===== config.mk =====
export PLATFORM = sky130hd
export DESIGN_NAME = rme_front
export DESIGN_NICKNAME = d
export VERILOG_FILES = /design/src/rtl/rme_pkg.sv /design/src/rtl/rme_front.sv
export SDC_FILE = /design/constraint.sdc
export NUM_CORES = 1
export LEC_CHECK = 0
export BUFFER_PORTS_ARGS = -buffer_cell sky130_fd_sc_hd__buf_4
export CORE_UTILIZATION = 41
export DETAILED_ROUTE_END_ITERATION = 8
export PLACE_DENSITY_LB_ADDON = 0.12
export REMOVE_ABC_BUFFERS = 1
export SYNTH_ARGS = -nofsm -noshare
export SYNTH_HDL_FRONTEND = slang
export SYNTH_SLANG_ARGS = --single-unit
export TNS_END_PERCENT = 1

===== constraint.sdc =====
create_clock -name clk -period 4.9 [get_ports clk]
set_input_delay 0.245 -clock clk [delete_from_list [all_inputs] [get_ports clk]]
set_output_delay 0.245 -clock clk [all_outputs]
set_load 0.01 [all_outputs]

===== src/rtl/rme_pkg.sv =====
// Package with shared types, constants and the arc tangent table for the Euler angle converter.
package rme_pkg;

  localparam int ELEM_W  = 18;
  localparam int ANGLE_W = 19;
  localparam int VEC_W   = 36;
  localparam int Z_W     = 34;
  localparam int SQ_W    = 34;
  localparam int ROOT_W  = 17;

  localparam logic [1:0] LOCK_NORMAL = 2'd0;
  localparam logic [1:0] LOCK_NEG    = 2'd1;
  localparam logic [1:0] LOCK_POS    = 2'd2;

  localparam logic signed [Z_W-1:0]     PI_Q30      = 34'sd3373259426;
  localparam logic signed [ANGLE_W-1:0] PI_Q16      = 19'sd205887;
  localparam logic signed [ANGLE_W-1:0] HALF_PI_Q16 = 19'sd102944;
  localparam logic signed [ELEM_W-1:0]  ONE_Q16     = 18'sd65536;

  typedef logic signed [ELEM_W-1:0]  elem_t;
  typedef logic signed [ANGLE_W-1:0] angle_t;
  typedef logic signed [VEC_W-1:0]   vec_t;
  typedef logic signed [Z_W-1:0]     zacc_t;

  typedef struct packed {
    elem_t      r00;
    elem_t      r10;
    elem_t      r11;
    elem_t      r12;
    elem_t      r20;
    elem_t      r21;
    elem_t      r22;
    logic [1:0] lock;
  } front_beat_t;

  function automatic zacc_t atan_entry(input int i);
    zacc_t t;
    case (i)
      0: t = 34'sd843314857;
      1: t = 34'sd497837830;
      2: t = 34'sd263043837;
      3: t = 34'sd133525159;
      4: t = 34'sd67021687;
      5: t = 34'sd33543516;
      6: t = 34'sd16775851;
      7: t = 34'sd8388437;
      8: t = 34'sd4194283;
      9: t = 34'sd2097149;
      default: t = zacc_t'(64'sd2097152 >>> (i - 10)) >>> 1;
    endcase
    return t;
  endfunction

endpackage


===== src/rtl/rme_front.sv =====
// Front end: input register and lock case decision.
module rme_front (
  input  logic                 clk,
  input  logic                 rst_n,
  input  logic                 in_valid,
  output logic                 in_ready,
  input  rme_pkg::elem_t       r00,
  input  rme_pkg::elem_t       r10,
  input  rme_pkg::elem_t       r11,
  input  rme_pkg::elem_t       r12,
  input  rme_pkg::elem_t       r20,
  input  rme_pkg::elem_t       r21,
  input  rme_pkg::elem_t       r22,
  output logic                 q_valid,
  input  logic                 q_ready,
  output rme_pkg::front_beat_t q_data
);
  import rme_pkg::*;

  logic        vld_r;
  front_beat_t dat_r;
  logic [1:0]  lock;

  assign in_ready = !vld_r || q_ready;
  assign q_valid  = vld_r;
  assign q_data   = dat_r;

  always_comb begin
    if (r20 >= ONE_Q16) lock = LOCK_POS;
    else if (r20 <= -ONE_Q16) lock = LOCK_NEG;
    else lock = LOCK_NORMAL;
  end

  always_ff @(posedge clk) begin
    if (!rst_n) vld_r <= 1'b0;
    else if (in_ready) vld_r <= in_valid;
  end

  always_ff @(posedge clk) begin
    if (in_valid && in_ready) dat_r <= '{r00, r10, r11, r12, r20, r21, r22, lock};
  end
endmodule


==> impl_metrics.tcl, run 1 <==
set metrics [dict create \
    std_cell_rows 35 \
    yosysTopAreaCellShare_pct 97.6 \
    io_pins 260 \
    status "aborted with a tool error" \
    synth_flop_cell "edfxtp_1" \
    chipHeight_um 100 \
    fp.dieW_um 100 \
    yosysWarnings 0 \
    postCtsHoldBufs 113 \
    htree_levels 4 \
    ys_async_sr_fraction_pct 0 \
    cts_buffer_depth 2 \
    synth_top_area_cell "edfxtp_1" \
    cts_resized 0 \
    clock-root-buffer "clkbuf_8" \
    stop_stage "clock tree synthesis (4_1_cts)" \
    cts_setup_buffers 0 \
    error "[ERROR RSZ-0060] Max buffer count reached." \
    hpwl_mm 6.95 \
    cts_sinks 129 \
    yosysUniqueCellTypes 11 \
    syn_area_per_cell_um2 28.1 \
    synth_area_um2 3940 \
    yosys.cell_count.top_type "edfxtp_1" \
    netlist_instances 140 \
    gp_congestion 0.701 \
    cts_buffers 17 \
    yosys-top-cells-area "edfxtp_1 (98%), dfxtp_1 (0.51%), nor4_1 (0.48%)" \
    synth_edf_count 128 \
    yosysSeqAreaShare_pct 98.1 \
    numPortBuffers 259 \
    netlist_top_cells_count "edfxtp_1 (128), nor4_1 (3)" \
    start_util_pct 42.4 \
    synth_seq_cells 129 \
]
[cell families after synthesis]
logic type	after synthesis	share of synthesized area, %
buf+inv	1	0.0952
flops	129	98.1
simple gates	8	1.43
compound gates	2	0.381
[metrics by stage]
| step | area (µm²) | setup slack [ns] | hold WS (ns) | instances | util [%] |
|---|---|---|---|---|---|
| global placement | 6060 | 2.94 | 0.423 | 530 | 65.3 |
| detailed placement | 6060 | 2.88 | 0.424 | 530 | 65.3 |
| floorplan | 3940 | 0.936 | 0.344 | 140 | - |
==> run 2: changes to the inputs <==
--- a/config.mk
+++ b/config.mk
@@ -6,9 +6,9 @@
 export NUM_CORES = 1
 export LEC_CHECK = 0
 export BUFFER_PORTS_ARGS = -buffer_cell sky130_fd_sc_hd__buf_4
-export CORE_UTILIZATION = 41
+export CORE_UTILIZATION = 28
 export DETAILED_ROUTE_END_ITERATION = 8
-export PLACE_DENSITY_LB_ADDON = 0.12
+export PLACE_DENSITY_LB_ADDON = 0.15
 export REMOVE_ABC_BUFFERS = 1
 export SYNTH_ARGS = -nofsm -noshare
 export SYNTH_HDL_FRONTEND = slang
==> run 2 against run 1 <==
Effect of this change: the flow now finishes without violations; synthesized cell count did not move; area after synthesis is the same.
==> impl_metrics.tcl, run 2 <==
set metrics [dict create \
    crit_fanout 55 \
    fp.dieW_um 121 \
    first_pass_iters 4 \
    power_density_nw_per_um2 381 \
    yosys-top-cells-area "edfxtp_1 (98%), dfxtp_1 (0.51%), nor4_1 (0.48%)" \
    hpwl_mm 6.91 \
    r2r_cells 3 \
    period_needed_ns 1.87 \
    place_ws_ns 2.98 \
    numPortBuffers 259 \
    min_path_type "primary input to flip-flop" \
    ys_async_sr_fraction_pct 0 \
    worstPathArrival_ns 1.90 \
    synth_area_um2 3940 \
    synth_seq_cells 129 \
    dp_cells 577 \
    yosysSeqAreaShare_pct 98.1 \
    postCtsHoldBufs 72 \
    drtAntennaViolNets 0 \
    min_path_cells 1 \
    drt_iter0_markers 104 \
    grt_pass1_wl_mm 14.3 \
    max-slew-margin-rel_pct 52.0 \
    reg2reg_to "q_data[59]$_DFFE_PP_" \
    clock-root-buffer "clkbuf_16" \
    worst_slew_pin_slew_ns 0.720 \
    fin_cells 688 \
    grt_pass1_vias 2808 \
    cts_setup_buffers 0 \
    yosysTopAreaCellShare_pct 97.6 \
    clk_latency_ns 0.40 \
    antenna_found_initial 0 \
    antenna_cells 0 \
    worst_slack_ns 3.03 \
    io_pins 260 \
    startpoint_type "flip-flop" \
    overflow 0 \
    status "finished, final reports clean" \
    syn_area_per_cell_um2 28.1 \
    grt_setup_unrepaired "false" \
    cp.required_ns 4.93 \
    wl_per_cell_um 14.8 \
    vias_per_cell 4.01 \
    yosys.cell_count.top_type "edfxtp_1" \
    syn_to_final_growth_pct 90.6 \
    reg2reg_from "q_valid$_SDFFE_PN0N_" \
    netlist_instances 140 \
    synth_flop_cell "edfxtp_1" \
    largest_reg_flops 128 \
    reg2reg_setup_slack_ns 3.03 \
    fin_crit_sh_pct 38.2 \
    layout-drive-gt1-share_pct 55.7 \
    netlist_top_cells_count "edfxtp_1 (128), nor4_1 (3)" \
    fmax_mhz 534 \
    worst_setup_path_end_kind "flip-flop" \
    final.setup.tns_ns 0 \
    final_nets 630 \
    whs_ns 0.0231 \
    yosysWarnings 0 \
    gp_congestion 0.709 \
    dieArea_um2 14500 \
    synth_edf_count 128 \
    setup_viol 0 \
    finalWirelength_mm 10.2 \
    hold_start "r12[5]" \
    std_cell_rows 42 \
    cts_buffer_depth 2 \
    cap_violations 0 \
    post-route-drc-count 0 \
    tritoncts "built" \
    grt_max_degree 56 \
    synth_top_area_cell "edfxtp_1" \
    fin_skew_ns 0.00549 \
    coreArea_um2 13500 \
    cts_buffers 17 \
    drv_slew 0 \
    cts_sinks 129 \
    htree_levels 4 \
    start_util_pct 29.2 \
    critPathKind "flip-flop to flip-flop" \
    layout_common_cells "buf_4 (261), edfxtp_1 (128), dlygate4sd3_1 (80)" \
    peakVddDrop_uv 227 \
    hold_violations 0 \
    final_common_cell "buf_4" \
    clkTransAtPathRegs_ns 0.05 \
    leakage_uw 0.00314 \
    grt_use_total_pct 13.6 \
    cts_resized 0 \
    yosysUniqueCellTypes 11 \
    hold_end "q_data[61]$_DFFE_PP_" \
    chipHeight_um 121 \
    via_count 2759 \
]
==> run 2: cell counts after synthesis <==
Identical to the previous run, type by type.
==> run 2: report_power, final <==
part	switching [µW]	total (µW)	internal, µW
Sequential	17.9	1310	1290
Clock	412	1250	841
Combinational	113	293	179
==> run 2: final cells by class <==
class / count / area [µm²]
fillers: 1086 / 6000
flip-flops and latches: 129 / 3860
repair buffers: 341 / 2760
clock buffers: 23 / 448
well taps: 176 / 220
clock inverters: 8 / 136
multi-input cells: 10 / 73.8
inverters: 1 / 3.75
==> run 2: how the worst max path moves through the flow <==
stage	start	end	cells after the start
floorplan	q_valid$_SDFFE_PN0N_	q_data[0]$_SDFFCE_PP0P_	2
global placement	q_ready	q_data[122]$_DFFE_PP_	4
detailed placement	q_ready	q_data[122]$_DFFE_PP_	4
CTS	q_valid$_SDFFE_PN0N_	q_data[32]$_DFFE_PP_	3
global route	q_valid$_SDFFE_PN0N_	q_data[59]$_DFFE_PP_	3
finish	q_valid$_SDFFE_PN0N_	q_data[59]$_DFFE_PP_	3
==> run 2: metal layers <==
| layer | track usage (%) | share of wire (%) | up-vias | wire, µm |
|---|---|---|---|---|
| li1 | - | - | 1295 | - |
| met1 | 14.8 | 38 | 1264 | 3820 |
| met2 | 21.8 | 49 | 182 | 5010 |
| met3 | 6.37 | 11 | 18 | 1140 |
| met4 | 7.72 | 2.1 | 0 | 214 |
| met5 | 0 | 0 | - | 0 |
==> run 2: kinds of logic (layout without fill, tap and decap cells) <==
group                  after synthesis  after routing  share of synthesized area (%)
buffers and inverters                1            373                         0.0952
DFF                                129            129                           98.1
and+or+nand+nor                      8              8                           1.43
AOI/OAI and AO/OA                    2              2                          0.381
==> run 2: stage by stage <==
step | total power [µW] | utilization (%) | instance area, µm²
finish | 2860 | 55.6 | 7510
global route | 2960 | 55.6 | 7510
CTS | 2890 | 55.0 | 7430
floorplan | 1390 | - | 3940
detailed placement | 1580 | 45.3 | 6120
global placement | 1580 | 45.3 | 6120
==> run 2: critical path: stages (launching register included) <==
cell	delay, ns
dfxtp_1	0.30
nand2b_1	0.11
and2_4	0.39
buf_4	0.63
No activity file was read; power rests on OpenSTA's default activity.
