## config.mk

```make
export PLATFORM = sky130hd
export DESIGN_NAME = rme_fifo
export DESIGN_NICKNAME = d
export VERILOG_FILES = /design/src/rtl/rme_pkg.sv /design/src/rtl/rme_fifo.sv
export SDC_FILE = /design/constraint.sdc
export NUM_CORES = 1
export LEC_CHECK = 0
export BUFFER_PORTS_ARGS = -buffer_cell sky130_fd_sc_hd__clkbuf_2
export CORE_MARGIN = 2
export CORE_UTILIZATION = 56
export DETAILED_ROUTE_END_ITERATION = 10
export PLACE_DENSITY = 0.85
export RECOVER_POWER = 100
export SLEW_MARGIN = 30
export SYNTH_ARGS = -nofsm -noshare
export SYNTH_HDL_FRONTEND = slang
export SYNTH_SLANG_ARGS = --single-unit
```

## constraint.sdc

```tcl
create_clock -name clk -period 20 [get_ports clk]
set_input_delay 4 -clock clk [delete_from_list [all_inputs] [get_ports clk]]
set_output_delay 4 -clock clk [all_outputs]
set_load 0.05 [all_outputs]
```

## src/rtl/rme_pkg.sv

```systemverilog
// Package with shared types, constants and the arc tangent table for the Euler angle converter.
package rme_pkg;

  localparam int ELEM_W  = 18;
  localparam int ANGLE_W = 19;
  localparam int VEC_W   = 36;
  localparam int Z_W     = 34;
  localparam int SQ_W    = 34;
  localparam int ROOT_W  = 17;

  localparam logic [1:0] LOCK_NORMAL = 2'd0;
  localparam logic [1:0] LOCK_NEG    = 2'd1;
  localparam logic [1:0] LOCK_POS    = 2'd2;

  localparam logic signed [Z_W-1:0]     PI_Q30      = 34'sd3373259426;
  localparam logic signed [ANGLE_W-1:0] PI_Q16      = 19'sd205887;
  localparam logic signed [ANGLE_W-1:0] HALF_PI_Q16 = 19'sd102944;
  localparam logic signed [ELEM_W-1:0]  ONE_Q16     = 18'sd65536;

  typedef logic signed [ELEM_W-1:0]  elem_t;
  typedef logic signed [ANGLE_W-1:0] angle_t;
  typedef logic signed [VEC_W-1:0]   vec_t;
  typedef logic signed [Z_W-1:0]     zacc_t;

  typedef struct packed {
    elem_t      r00;
    elem_t      r10;
    elem_t      r11;
    elem_t      r12;
    elem_t      r20;
    elem_t      r21;
    elem_t      r22;
    logic [1:0] lock;
  } front_beat_t;

  function automatic zacc_t atan_entry(input int i);
    zacc_t t;
    case (i)
      0: t = 34'sd843314857;
      1: t = 34'sd497837830;
      2: t = 34'sd263043837;
      3: t = 34'sd133525159;
      4: t = 34'sd67021687;
      5: t = 34'sd33543516;
      6: t = 34'sd16775851;
      7: t = 34'sd8388437;
      8: t = 34'sd4194283;
      9: t = 34'sd2097149;
      default: t = zacc_t'(64'sd2097152 >>> (i - 10)) >>> 1;
    endcase
    return t;
  endfunction

endpackage

```

## src/rtl/rme_fifo.sv

```systemverilog
// Short queue between the classifying front end and the arithmetic back end.
module rme_fifo (
  input  logic                 clk,
  input  logic                 rst_n,
  input  logic                 wr_valid,
  output logic                 wr_ready,
  input  rme_pkg::front_beat_t wr_data,
  output logic                 rd_valid,
  input  logic                 rd_ready,
  output rme_pkg::front_beat_t rd_data
);
  import rme_pkg::*;

  front_beat_t mem_r [2];
  logic        wp_r, rp_r;
  logic [1:0]  cnt_r;
  logic        wr_en, rd_en;

  assign wr_ready = (cnt_r != 2'd2);
  assign rd_valid = (cnt_r != 2'd0);
  assign rd_data  = mem_r[rp_r];
  assign wr_en    = wr_valid && wr_ready;
  assign rd_en    = rd_valid && rd_ready;

  always_ff @(posedge clk) begin
    if (!rst_n) begin
      wp_r  <= 1'b0;
      rp_r  <= 1'b0;
      cnt_r <= 2'd0;
    end else begin
      if (wr_en) wp_r <= ~wp_r;
      if (rd_en) rp_r <= ~rp_r;
      cnt_r <= cnt_r + {1'b0, wr_en} - {1'b0, rd_en};
    end
  end

  always_ff @(posedge clk) begin
    if (wr_en) mem_r[wp_r] <= wr_data;
  end
endmodule

```

* After elaboration in Yosys (flattened, before gate mapping) *
Memory sizes are Yosys's and may differ from the RTL's. A register that Yosys moved wholly into a read port is not among the register bits.
Cells that the tools add are included.

cells by class
  $add $sub $neg = 2
  multiply operators = 0
  div/mod/pow operators = 0
  $lt $le $gt $ge = 0
  eq/ne operators = 1
  shifts and indexed selects = 0
  mux-type cells = 4
  bitwise operators = 2
  reduce and logical (&&, ||, !) cells = 3

operator list
  kind                  count
  $mux W1               4
  $add A2 B1 Y2         1
  $logic_and A1 B1 Y1   2
  $ne A2 B2 Y1 const B  1
  $not A1 Y1            2
  $reduce_bool A2 Y1    1
  $sub A2 B1 Y2         1

storage, ports and cells
  flip-flop bits (word level) = 4
  latch bits = 0
  RAM bits = 256
  memory bits (read-only) = 0
  output and inout bits = 130
  logic and storage cells = 16
  memories = 1

memories
  memory  depth  bits a word  rd ports  clocked after Yosys merged registers in  wr ports  line            source
  mem_r   2      128          1         1                                        1         rme_fifo.sv:14  front_beat_t mem_r [2];

* Depth between registers and ports, before layout *
Gate-level depths: netlist (run 1).

  depth in word-level cells = 4
  mapped depth = 8

* Worst setup path after synthesis (run 1) *
No wires, ideal clock.

  path kind = input-to-reg
  start = input wr_valid
  end = memory mem_r[0][0] in the netlist's numbering, enable pin
  setup time = 0.617 ns
  arrival = 9.438 ns
  data required time = 19.383 ns
  path slack = 9.945 ns
  cell stages on the path = 2
  cells stage by stage = nand2_1 nor2_1

on the way
  cells in the longest elaborated chain, start to end = 3

RTL lines
  what                           line            source
  start, declared                rme_fifo.sv:5   input logic wr_valid,
  $logic_and A1 B1 Y1            rme_fifo.sv:22  assign wr_en = wr_valid && wr_ready;
  $mux W1                        rme_fifo.sv:38  if (wr_en) mem_r[wp_r] <= wr_data;
  $mux W1 (implied by the code)  rme_fifo.sv:38
  end, declared                  rme_fifo.sv:14

Every way passes these cells.

==> qor.yml, run 1 <==
status: "finished, violations left"
violations: "capacitance limit, slew limit"
rsz0062_at_grt: "false"
min_from: "rp_r$_SDFFE_PN0P_"
synth_top_family_by_area: "multiplexers"
drt_iter0_drc: 306
finalCriticalPeriod_ns: 10.37
slowest_delay_ns: 2.71
hold_class: "reg2reg"
dieArea_um2: 18100
relSlewSlack: -1.51
share_clk_of_total_power: 0.290
synth-xor-area-share: 0.00275
p_sw_mw: 0.638
clk_pin_slew_ns: 0.06
gp_congestion: 0.765
clk_latency_ns: 0.51
slowest_stage: "clkbuf_1"
power_density_nw_per_um2: 154
diodes: 0
fin_skew_ns: 0.0151
fin_area_um2: 11600
vias_per_cell: 5.17
clkSinkCount: 261
io_pins: 262
vias: 4866
dpl_cell_area_um2: 11000
maxSlewViolCount: 369
instances_no_fill: 941
pwr-share-seq: 0.405
grt-ovfl-total: 0
final_nets: 836
die_x_um: 135
core_area_um2: 16600
clk_path_buf_depth: 3
ys_seq_elements: 261
cp_max_fo: 69
syn_inst: 422
hold_viol: 0
drt_first_pass_iters: 4
synth_mux_area_frac: 0.152
tightest_slew_ns: 3.76
placementRows: 47
drive_above_1_share: 0.283
tns_ns: 0
area_delta_synth_final_pct: 22.0
place_inst: 893
post_cts_buffers: 0
synth-seq-area-share: 0.816
avgRoutedWirePerCell_um: 19.1
grt_pass1_wl_um: 26900
cts_tree: "built"
cp-start-kind: "flop"
cp.depth: 3
critical_path.cell_chain: "clkbuf_1 -> mux2_2 -> clkbuf_1"
die_height_um: 135
intPower_mw: 1.16
finalCritPeriodShare: 0.518
r2r_start: "cnt_r[0]$_SDFF_PN0_"
r2r_cells: 3
critical_path_class: "reg2out"
synth-compound-area-share: 0.000787
ctsHoldBuffers: 0
syn_area_um2: 9540
cts_root_buf: "clkbuf_16"
syn-num-nets: 556
antenna_found_initial: 0
swShare: 0.355
drv_cap: 6
cts_resized: 0
grtUsageTotal: 0.191
crit_top_cell: "clkbuf_1"
synthSimpleGateAreaFrac: 0.00643
drc: 0
htreeDepth: 1
yosys_warnings: 0
cp.required_ns: 16.00
post_synth_num_cell_types: 17
whs_path_depth: 2
fmax_mhz: 96.5
syn_area_per_cell_um2: 22.6
grt_pass1_vias: 5189
p_leak_nw: 3.89
grt_start_max_net_pins: 71
cts_made_buffers: 26
port_buffers: 261
path_delay_family: "buffers and inverters"
peakVddDrop_mv: 0.101
crit_buf_inv: 2
combPwrFrac: 0.305
cp-end-kind: "primary output"
antenna_left: 0
cp.arrival_ns: 6.37
initial_core_util: 0.573
synth_adder_area_share: 0.00262
drt-total-wl_um: 18000
setup_viol: 0
[layout by cell type, fill, tap and decap left out, drive strengths merged, types with 2 or more instances in the layout]
cell type,n
nand2,2
mux2,128
bufinv,6
ha,2
inv,2
and2,2
edfxtp,256
xnor2,3
clkinv,5
dfxtp,5
nor2b,2
nand2b,2
clkinvlp,2
clkbuf,298
[final timing paths]
kind,endpoint,slack [ns]
hold / removal,rp_r$_SDFFE_PN0P_,0.54
hold reg to reg,rp_r$_SDFFE_PN0P_,0.54
setup reg to reg,mem_r[1][54]$_DFFE_PP_,15.66
setup / recovery,rd_data[101],9.63
[layer usage]
metal / global-route usage / vias to the layer above / wire, um
met5: 0 / - / 0
li1: - / 2234 / -
met4: 0.0725 / 0 / 464
met3: 0.0484 / 40 / 1280
met1: 0.220 / 2396 / 6520
met2: 0.344 / 196 / 9730
[kinds of logic after synthesis]
kind of cell	count (synthesis)
flops	261
buf+inv	15
xor+xnor	3
simple gates	11
mux	129
compound gates	1
fa+ha+maj	2
[worst min-delay path: stages, from the launching register on]
cell and delay [ns]:
dfxtp_1 0.33, xnor2_1 0.08, nor2b_1 0.10
[power groups by stage]
stage	Sequential, mW	Clock, mW	Combinational (mW)
finish	0.727	0.521	0.549
global route	0.735	0.551	0.573
CTS	0.722	0.530	0.568
detailed placement	0.733	0	0.565
global placement	0.726	0	0.557
floorplan	0.723	0	0.473
[registers in the layout, indices dropped and copies added (netlist names), named ones only]
| signal | cells |
|---|---|
| rp_r | 1 |
| cnt_r | 2 |
| wp_r | 1 |
| mem_r | 256 |
[through the flow]
step / power, mW / setup WS, ns / hold WS [ns] / utilization
2_1_floorplan: 1.20 / 9.94 / 0.455 / -
3_3_place_gp: 1.28 / 13.64 / 0.506 / 0.660
3_5_place_dp: 1.30 / 13.59 / 0.530 / 0.660
4_1_cts: 1.82 / 13.05 / 0.551 / 0.717
5_1_grt: 1.86 / 9.05 / 0.592 / 0.700
6_report: 1.80 / 9.63 / 0.543 / 0.700
[Yosys cell counts]
master / n / area (um2)
edfxtp_1: 256 / 7690
mux2_2: 128 / 1440
clkbuf_8: 8 / 110
buf_6: 6 / 67.6
dfxtp_1: 5 / 100
xnor2_1: 3 / 26.3
and2_1: 2 / 12.5
ha_1: 2 / 25.0
nand2_1: 2 / 7.51
nand2b_1: 2 / 12.5
nor2b_1: 2 / 12.5
and3_1: 1 / 6.26
inv_1: 1 / 3.75
mux2i_1: 1 / 10.0
nor2_1: 1 / 3.75
o21a_1: 1 / 7.51
or2_2: 1 / 6.26
[final cells by class]
cell class,instances,area [um2]
clock buffer,33,708
clock inverter,14,228
fill,1150,5000
inverter,1,3.75
multi-input combinational,146,1580
sequential,261,7790
tap,220,275
timing repair buffer,266,1060
Note: power is estimated with default switching activity, not from simulation.
==> run 2, diff against run 1 <==
--- a/config.mk
+++ b/config.mk
@@ -7,9 +7,9 @@
 export LEC_CHECK = 0
 export BUFFER_PORTS_ARGS = -buffer_cell sky130_fd_sc_hd__clkbuf_2
 export CORE_MARGIN = 2
-export CORE_UTILIZATION = 56
+export CORE_UTILIZATION = 47
 export DETAILED_ROUTE_END_ITERATION = 10
-export PLACE_DENSITY = 0.85
+export PLACE_DENSITY = 0.76
 export RECOVER_POWER = 100
 export SLEW_MARGIN = 30
 export SYNTH_ARGS = -nofsm -noshare
==> constraint.sdc (replaced) <==
create_clock -name clk -period 8.4 [get_ports clk]
set_input_delay 1.68 -clock clk [delete_from_list [all_inputs] [get_ports clk]]
set_output_delay 1.68 -clock clk [all_outputs]
set_load 0.05 [all_outputs]
==> qor.yml, run 2 (synthesized netlist as in run 1, its figures left out) <==
initial_core_util: 0.475  # -0.0987
relSlewSlack: -1.10  # +0.405
dr_wl_met3_um: 1530  # +19%
reg_top3: "mem_r: 256 flops, cnt_r: 2 flops"
area_delta_synth_final_pct: 21.5
core_area_um2: 20100  # +21%
finalCriticalPeriod_ns: 6.15
dieArea_um2: 21500  # +19%
vias: 4857  # -0.18%
fmax_mhz: 163
top_register: "mem_r"
violations: "capacitance limit, slew limit"
post_cts_buffers: 0  # unchanged
power_density_nw_per_um2: 355  # +130%
grt_start_max_net_pins: 73  # +2.8%
cp.required_ns: 6.72  # -9.28 ns
r2r_setup_slack_ns: 3.23  # -12.43 ns
maxSlewViolCount: 250  # -32%
antenna_left: 0  # unchanged
rr_endpoint: "mem_r[0][126]$_DFFE_PP_"
hold_class: "reg2reg"
clk_latency_ns: 0.51  # about the same
grtUsageTotal: 0.160  # -0.0310
fin_skew_ns: 0.00998  # -0.00513 ns
fillers: 1627  # +41%
place_inst: 943  # +5.6%
drt-total-wl_um: 17800  # -0.91%
drv_cap: 4  # -2
drive_above_1_share: 0.288  # +0.00555
cts_made_buffers: 26  # unchanged
grt_pass1_vias: 5270  # +1.6%
met1Wirelength_um: 6760  # +3.7%
clk_pin_slew_ns: 0.06  # about the same
hpwl_um: 11700
gp_congestion: 0.783  # +2.3%
htreeDepth: 1  # unchanged
p_leak_nw: 3.82  # -1.7%
cp_max_fo: 69  # unchanged
largest_reg_flops: 256  # unchanged
grt-ovfl-total: 0  # unchanged
tightest_slew_ns: 3.15  # -0.608 ns
critical_path_class: "reg2out"
status: "finished, violations left"
r2r_start: "cnt_r[0]$_SDFF_PN0_"
clk_path_buf_depth: 3  # unchanged
vias_per_cell: 4.90  # -5.3%
clkSinkCount: 261  # unchanged
drt_first_pass_iters: 4  # unchanged
cts_root_buf: "clkbuf_16"
cp.arrival_ns: 4.47  # -1.90 ns
drc: 0  # unchanged
hold_viol: 0  # unchanged
final_cell_mix: "256 x edfxtp_1, 222 x clkbuf_1, 124 x mux2_2"
fin_util: 0.576  # -0.123
rsz0062_at_grt: "false"
ctsHoldBuffers: 0  # unchanged
cts_resized: 0  # unchanged
peakVddDrop_mv: 0.273  # +170%
placementRows: 52  # +11%
cp-end-kind: "primary output"
final_nets: 835  # -0.12%
instances_no_fill: 992  # +5.4%
wl_met2_um: 9010  # -7.4%
cp-start-kind: "flop"
setup_viol: 0  # unchanged
die_height_um: 146  # +8.9%
tns_ns: 0  # unchanged
grt_pass1_wl_um: 27200  # +1.0%
avgRoutedWirePerCell_um: 18.0  # -6.0%
cts_tree: "built"
die_x_um: 146  # +8.9%
antenna_found_initial: 0  # unchanged
io_pins: 262  # unchanged
port_buffers: 261  # unchanged
r2r_cells: 5  # +2
routed.top_layer: "met4"
crit_end: "rd_data[119]"
finalCritPeriodShare: 0.732
final_common_cell: "edfxtp_1"
drt_iter0_drc: 253  # -17%
## run 2: cell count changes in the layout (fill, tap and decap cells not counted), sizes merged
cell / before / now
clkbuf: 298 / 294
clkinvlp: 2 / 1
clkinv: 5 / 14
buf: 1 / 2
diode: 0 / 1
inv: 2 / 1
bufinv: 6 / 2
## run 2: report_power, final
| part | internal, mW | switching [mW] |
|---|---|---|
| Sequential | 1.65 | 0.0735 |
| Combinational | 0.312 | 0.983 |
| Clock | 0.644 | 0.455 |
## run 2: metal layers
metal | vias to the layer above | global-route usage
met2 | 193 | 0.284
met1 | 2386 | 0.180
met5 | - | 0
li1 | 2241 | -
met4 | 0 | 0.0583
met3 | 37 | 0.0534
## run 2: how the worst min path moves through the flow
| stage | start | to | cells after the start |
|---|---|---|---|
| finish | wp_r$_SDFFE_PN0N_ | wp_r$_SDFFE_PN0N_ | 2 |
| global route | wp_r$_SDFFE_PN0N_ | wp_r$_SDFFE_PN0N_ | 2 |
| CTS | wp_r$_SDFFE_PN0N_ | wp_r$_SDFFE_PN0N_ | 2 |
| detailed placement | rp_r$_SDFFE_PN0P_ | rp_r$_SDFFE_PN0P_ | 2 |
| global placement | wp_r$_SDFFE_PN0N_ | wp_r$_SDFFE_PN0N_ | 2 |
| floorplan | wp_r$_SDFFE_PN0N_ | wp_r$_SDFFE_PN0N_ | 2 |
## run 2: through the flow
stage | setup slack (ns) | instance area, um2 | total power [mW] | hold WS (ns)
floorplan | 0.665 | 9540 | 2.85 | 0.455
global placement | 4.32 | 11100 | 3.06 | 0.506
detailed placement | 4.24 | 11100 | 3.09 | 0.529
CTS | 3.69 | 11900 | 4.20 | 0.539
global route | 1.87 | 11600 | 4.27 | 0.572
finish | 2.25 | 11600 | 4.11 | 0.530
## run 2: area by class of cell
class                      count  area [um2]  share of cell area
multi-input combinational    146        1580               0.136
timing repair buffer         265        1060              0.0917
inverter                       1        3.75            0.000324
clock inverter                17         126              0.0109
tap                          270         338              0.0291
antenna                        1        2.50            0.000216
clock buffer                  31         691              0.0596
sequential                   261        7790               0.672
## run 2: critical path: stages, from the launching register on
cell and delay (ns):
dfxtp_1 2.09, buf_4 0.93, mux2_2 0.32, clkbuf_1 0.47
==> run 3, diff against run 2 <==
--- a/config.mk
+++ b/config.mk
@@ -5,6 +5,7 @@
 export SDC_FILE = /design/constraint.sdc
 export NUM_CORES = 1
 export LEC_CHECK = 0
+export ABC_AREA = 1
 export BUFFER_PORTS_ARGS = -buffer_cell sky130_fd_sc_hd__clkbuf_2
 export CORE_MARGIN = 2
 export CORE_UTILIZATION = 47
==> constraint.sdc (replaced) <==
create_clock -name clk -period 5.2 [get_ports clk]
set_input_delay 1.04 -clock clk [delete_from_list [all_inputs] [get_ports clk]]
set_output_delay 1.04 -clock clk [all_outputs]
set_load 0.05 [all_outputs]
==> qor.yml, run 3 <==
ys.flop_type: "edfxtp_1"
p_leak_nw: 3.87  # +1.3%
antenna_found_initial: 0  # unchanged
dpl_cell_area_um2: 11100  # +0.31%
drt_first_pass_iters: 4  # unchanged
crit_top_cell: "clkbuf_2"
gp_congestion: 0.829  # +6.0%
hpwl_um: 11700  # -0.24%
die_x_um: 147  # about the same
tightest_slew_ns: 3.40  # +0.244 ns
ctsHoldBuffers: 0  # unchanged
grt_pass1_wl_um: 27200  # +0.23%
fin_skew_ns: 0.0110  # +0.000998 ns
placementRows: 52  # unchanged
drc: 0  # unchanged
area_delta_synth_final_pct: 22.2
cts_made_buffers: 26  # unchanged
core_area_um2: 20100  # unchanged
syn_area_per_cell_um2: 22.0  # -2.7%
antenna_left: 0  # unchanged
largest_reg_flops: 256  # unchanged
status: "finished, violations left"
drt_iter0_drc: 253  # unchanged
drt-total-wl_um: 17800  # about the same
relSlewSlack: -1.26  # -0.163
cp-end-kind: "flop"
final_cell_mix: "256 x edfxtp_1, 229 x clkbuf_1, 128 x mux2_2"
preCtsSetupSlack_ns: 2.11  # -2.13 ns
critical_path_class: "in2reg"
vias_per_cell: 4.92  # +0.57%
avgRoutedWirePerCell_um: 17.8  # -1.1%
routed.top_layer: "met4"
drv_cap: 2  # -2
peakVddDrop_mv: 0.443  # +62%
cp-start-kind: "input port"
synth_top_area_share: 0.805  # about the same
combPwrFrac: 0.308  # -0.007
power_density_nw_per_um2: 578  # +63%
synth_async_sr_flop_share: 0  # unchanged
hold_class: "reg2reg"
fin_area_um2: 11700  # +0.68%
yosys_warnings: 0  # unchanged
slowest_delay_ns: 2.31  # +0.22 ns
clkSinkCount: 261  # unchanged
setup_viol: 0  # unchanged
pwr-share-seq: 0.415  # -0.003
met1Wirelength_um: 6820  # +0.81%
slowest_stage: "clkbuf_2"
grt_start_max_net_pins: 129  # +77%
port_buffers: 261  # unchanged
cp_max_fo: 128  # +86%
io_pins: 262  # unchanged
critical_path.cell_chain: "clkbuf_2 -> nand2_1 -> nor2_4 -> clkbuf_2"
clk_pin_slew_ns: 0.06  # about the same
tns_ns: 0  # unchanged
cts_root_buf: "clkbuf_16"
syn-num-nets: 568  # +2.2%
cts_resized: 0  # unchanged
finalCritPeriodShare: 0.731
finalCriticalPeriod_ns: 3.80
initial_core_util: 0.475  # about the same
swShare: 0.362  # -0.00562
hold_viol: 0  # unchanged
htreeDepth: 1  # unchanged
rsz0062_at_grt: "false"
post_synth_num_cell_types: 11  # -6
grtUsageTotal: 0.159  # -0.000367
post_cts_buffers: 0  # unchanged
syn_area_um2: 9550  # about the same
clk_latency_ns: 0.51  # about the same
finalPower_mw: 6.75  # +64%
dieArea_um2: 21500  # about the same
ys_seq_elements: 261  # unchanged
syn_inst: 434  # +2.8%
wl_met2_um: 8970  # -0.39%
cp.arrival_ns: 3.84  # -0.63 ns
intPower_mw: 4.31  # +65%
dr_wl_met3_um: 1680  # +10%
clk_path_buf_depth: 3  # unchanged
fin_ws_ns: 1.40  # -0.853 ns
diodes: 0  # -1
yosysTopAreaCell: "edfxtp_1"
reg_top3: "mem_r: 256 flops, cnt_r: 2 flops"
synth-edff-count: 256  # unchanged
share_clk_of_total_power: 0.278  # +0.011
cp.required_ns: 5.24  # -1.48 ns
top_register: "mem_r"
violations: "capacitance limit, slew limit"
die_height_um: 147  # about the same
final_nets: 847  # +1.4%
drive_above_1_share: 0.288  # -0.000630
synth_common_cells: "256 x edfxtp_1, 128 x mux2_2, 9 x nand2_1, 8 x clkbuf_8, 8 x nor2_1"
maxSlewViolCount: 199  # -20%
synth_area_leaders: "edfxtp_1 81%, mux2_2 15%, clkbuf_8 1.2%"
cts_tree: "built"
vias: 4939  # +1.7%
fmax_mhz: 263
p_sw_mw: 2.44  # +62%
final_common_cell: "edfxtp_1"
grt_pass1_vias: 5314  # +0.83%
grt-ovfl-total: 0  # unchanged
synth.most_common_cell: "edfxtp_1"
fillers: 1600  # -1.7%
synth-seq-area-share: 0.816  # about the same
-- run 3: cell count changes in the layout (fill, tap and decap cells not counted), sizes merged, moves of 2 or more --
cell and change:
and2 -2, nor2b -2, inv +6, xnor2 -3
a21oi +2, nand2 +7, nand2b -2, nand3 +3
clkbuf -2, bufinv +2, nor2 +7
-- run 3: power by group through the flow --
stage               sequential (mW)  clock (mW)  combinational [mW]
global placement               2.82           0                2.12
floorplan                      2.78           0                1.78
CTS                            2.80        1.92                2.16
global route                   2.83        2.01                2.17
finish                         2.80        1.87                2.08
detailed placement             2.85           0                2.15
-- run 3: cells by family (layout without fill, tap and decap cells) --
group / after synthesis / in the layout / share of synthesized area
adders and majority gates: 2 / 2 / 0.00262
AOI/OAI and AO/OA: 2 / 2 / 0.00105
muxes: 128 / 128 / 0.151
DFF: 261 / 261 / 0.816
buffers and inverters: 21 / 320 / 0.0214
and+or+nand+nor: 20 / 20 / 0.00826
-- run 3: final cells by class --
| cell class | count | area, um2 | share of cell area |
|---|---|---|---|
| clock buffer | 29 | 683 | 0.0585 |
| clock inverter | 19 | 193 | 0.0165 |
| inverter | 7 | 28.8 | 0.00247 |
| multi-input combinational | 152 | 1560 | 0.134 |
| sequential | 261 | 7790 | 0.668 |
| tap | 270 | 338 | 0.0290 |
| timing repair buffer | 265 | 1070 | 0.0919 |
-- run 3: layer usage --
layer  track usage  vias to the layer above
met1         0.193                     2433
met5             0                        -
met4        0.0505                        0
li1              -                     2266
met2         0.273                      209
met3        0.0534                       31
-- run 3: critical path: cells and delay by family --
family / cells / cell delay (ns)
buffers and inverters: 2 / 2.42
and+or+nand+nor: 2 / 0.20
-- run 3: per-stage QoR --
stage                util  instances  hold WS [ns]
detailed placement  0.551        954         0.530
floorplan               -        434         0.467
global placement    0.551        954         0.491
CTS                 0.595       1002         0.546
global route        0.580       1003         0.583
finish              0.580       1003         0.552
-- run 3: final timing paths --
check / start / to / slack, ns / cells after the start
worst min register to register: rp_r$_SDFFE_PN0P_ / rp_r$_SDFFE_PN0P_ / 0.55 / 2
worst min-delay path: rp_r$_SDFFE_PN0P_ / rp_r$_SDFFE_PN0P_ / 0.55 / 2
worst max register to register: cnt_r[0]$_SDFF_PN0_ / mem_r[0][97]$_DFFE_PP_ / 1.41 / 5
worst max-delay path: wr_valid / mem_r[0][97]$_DFFE_PP_ / 1.40 / 4
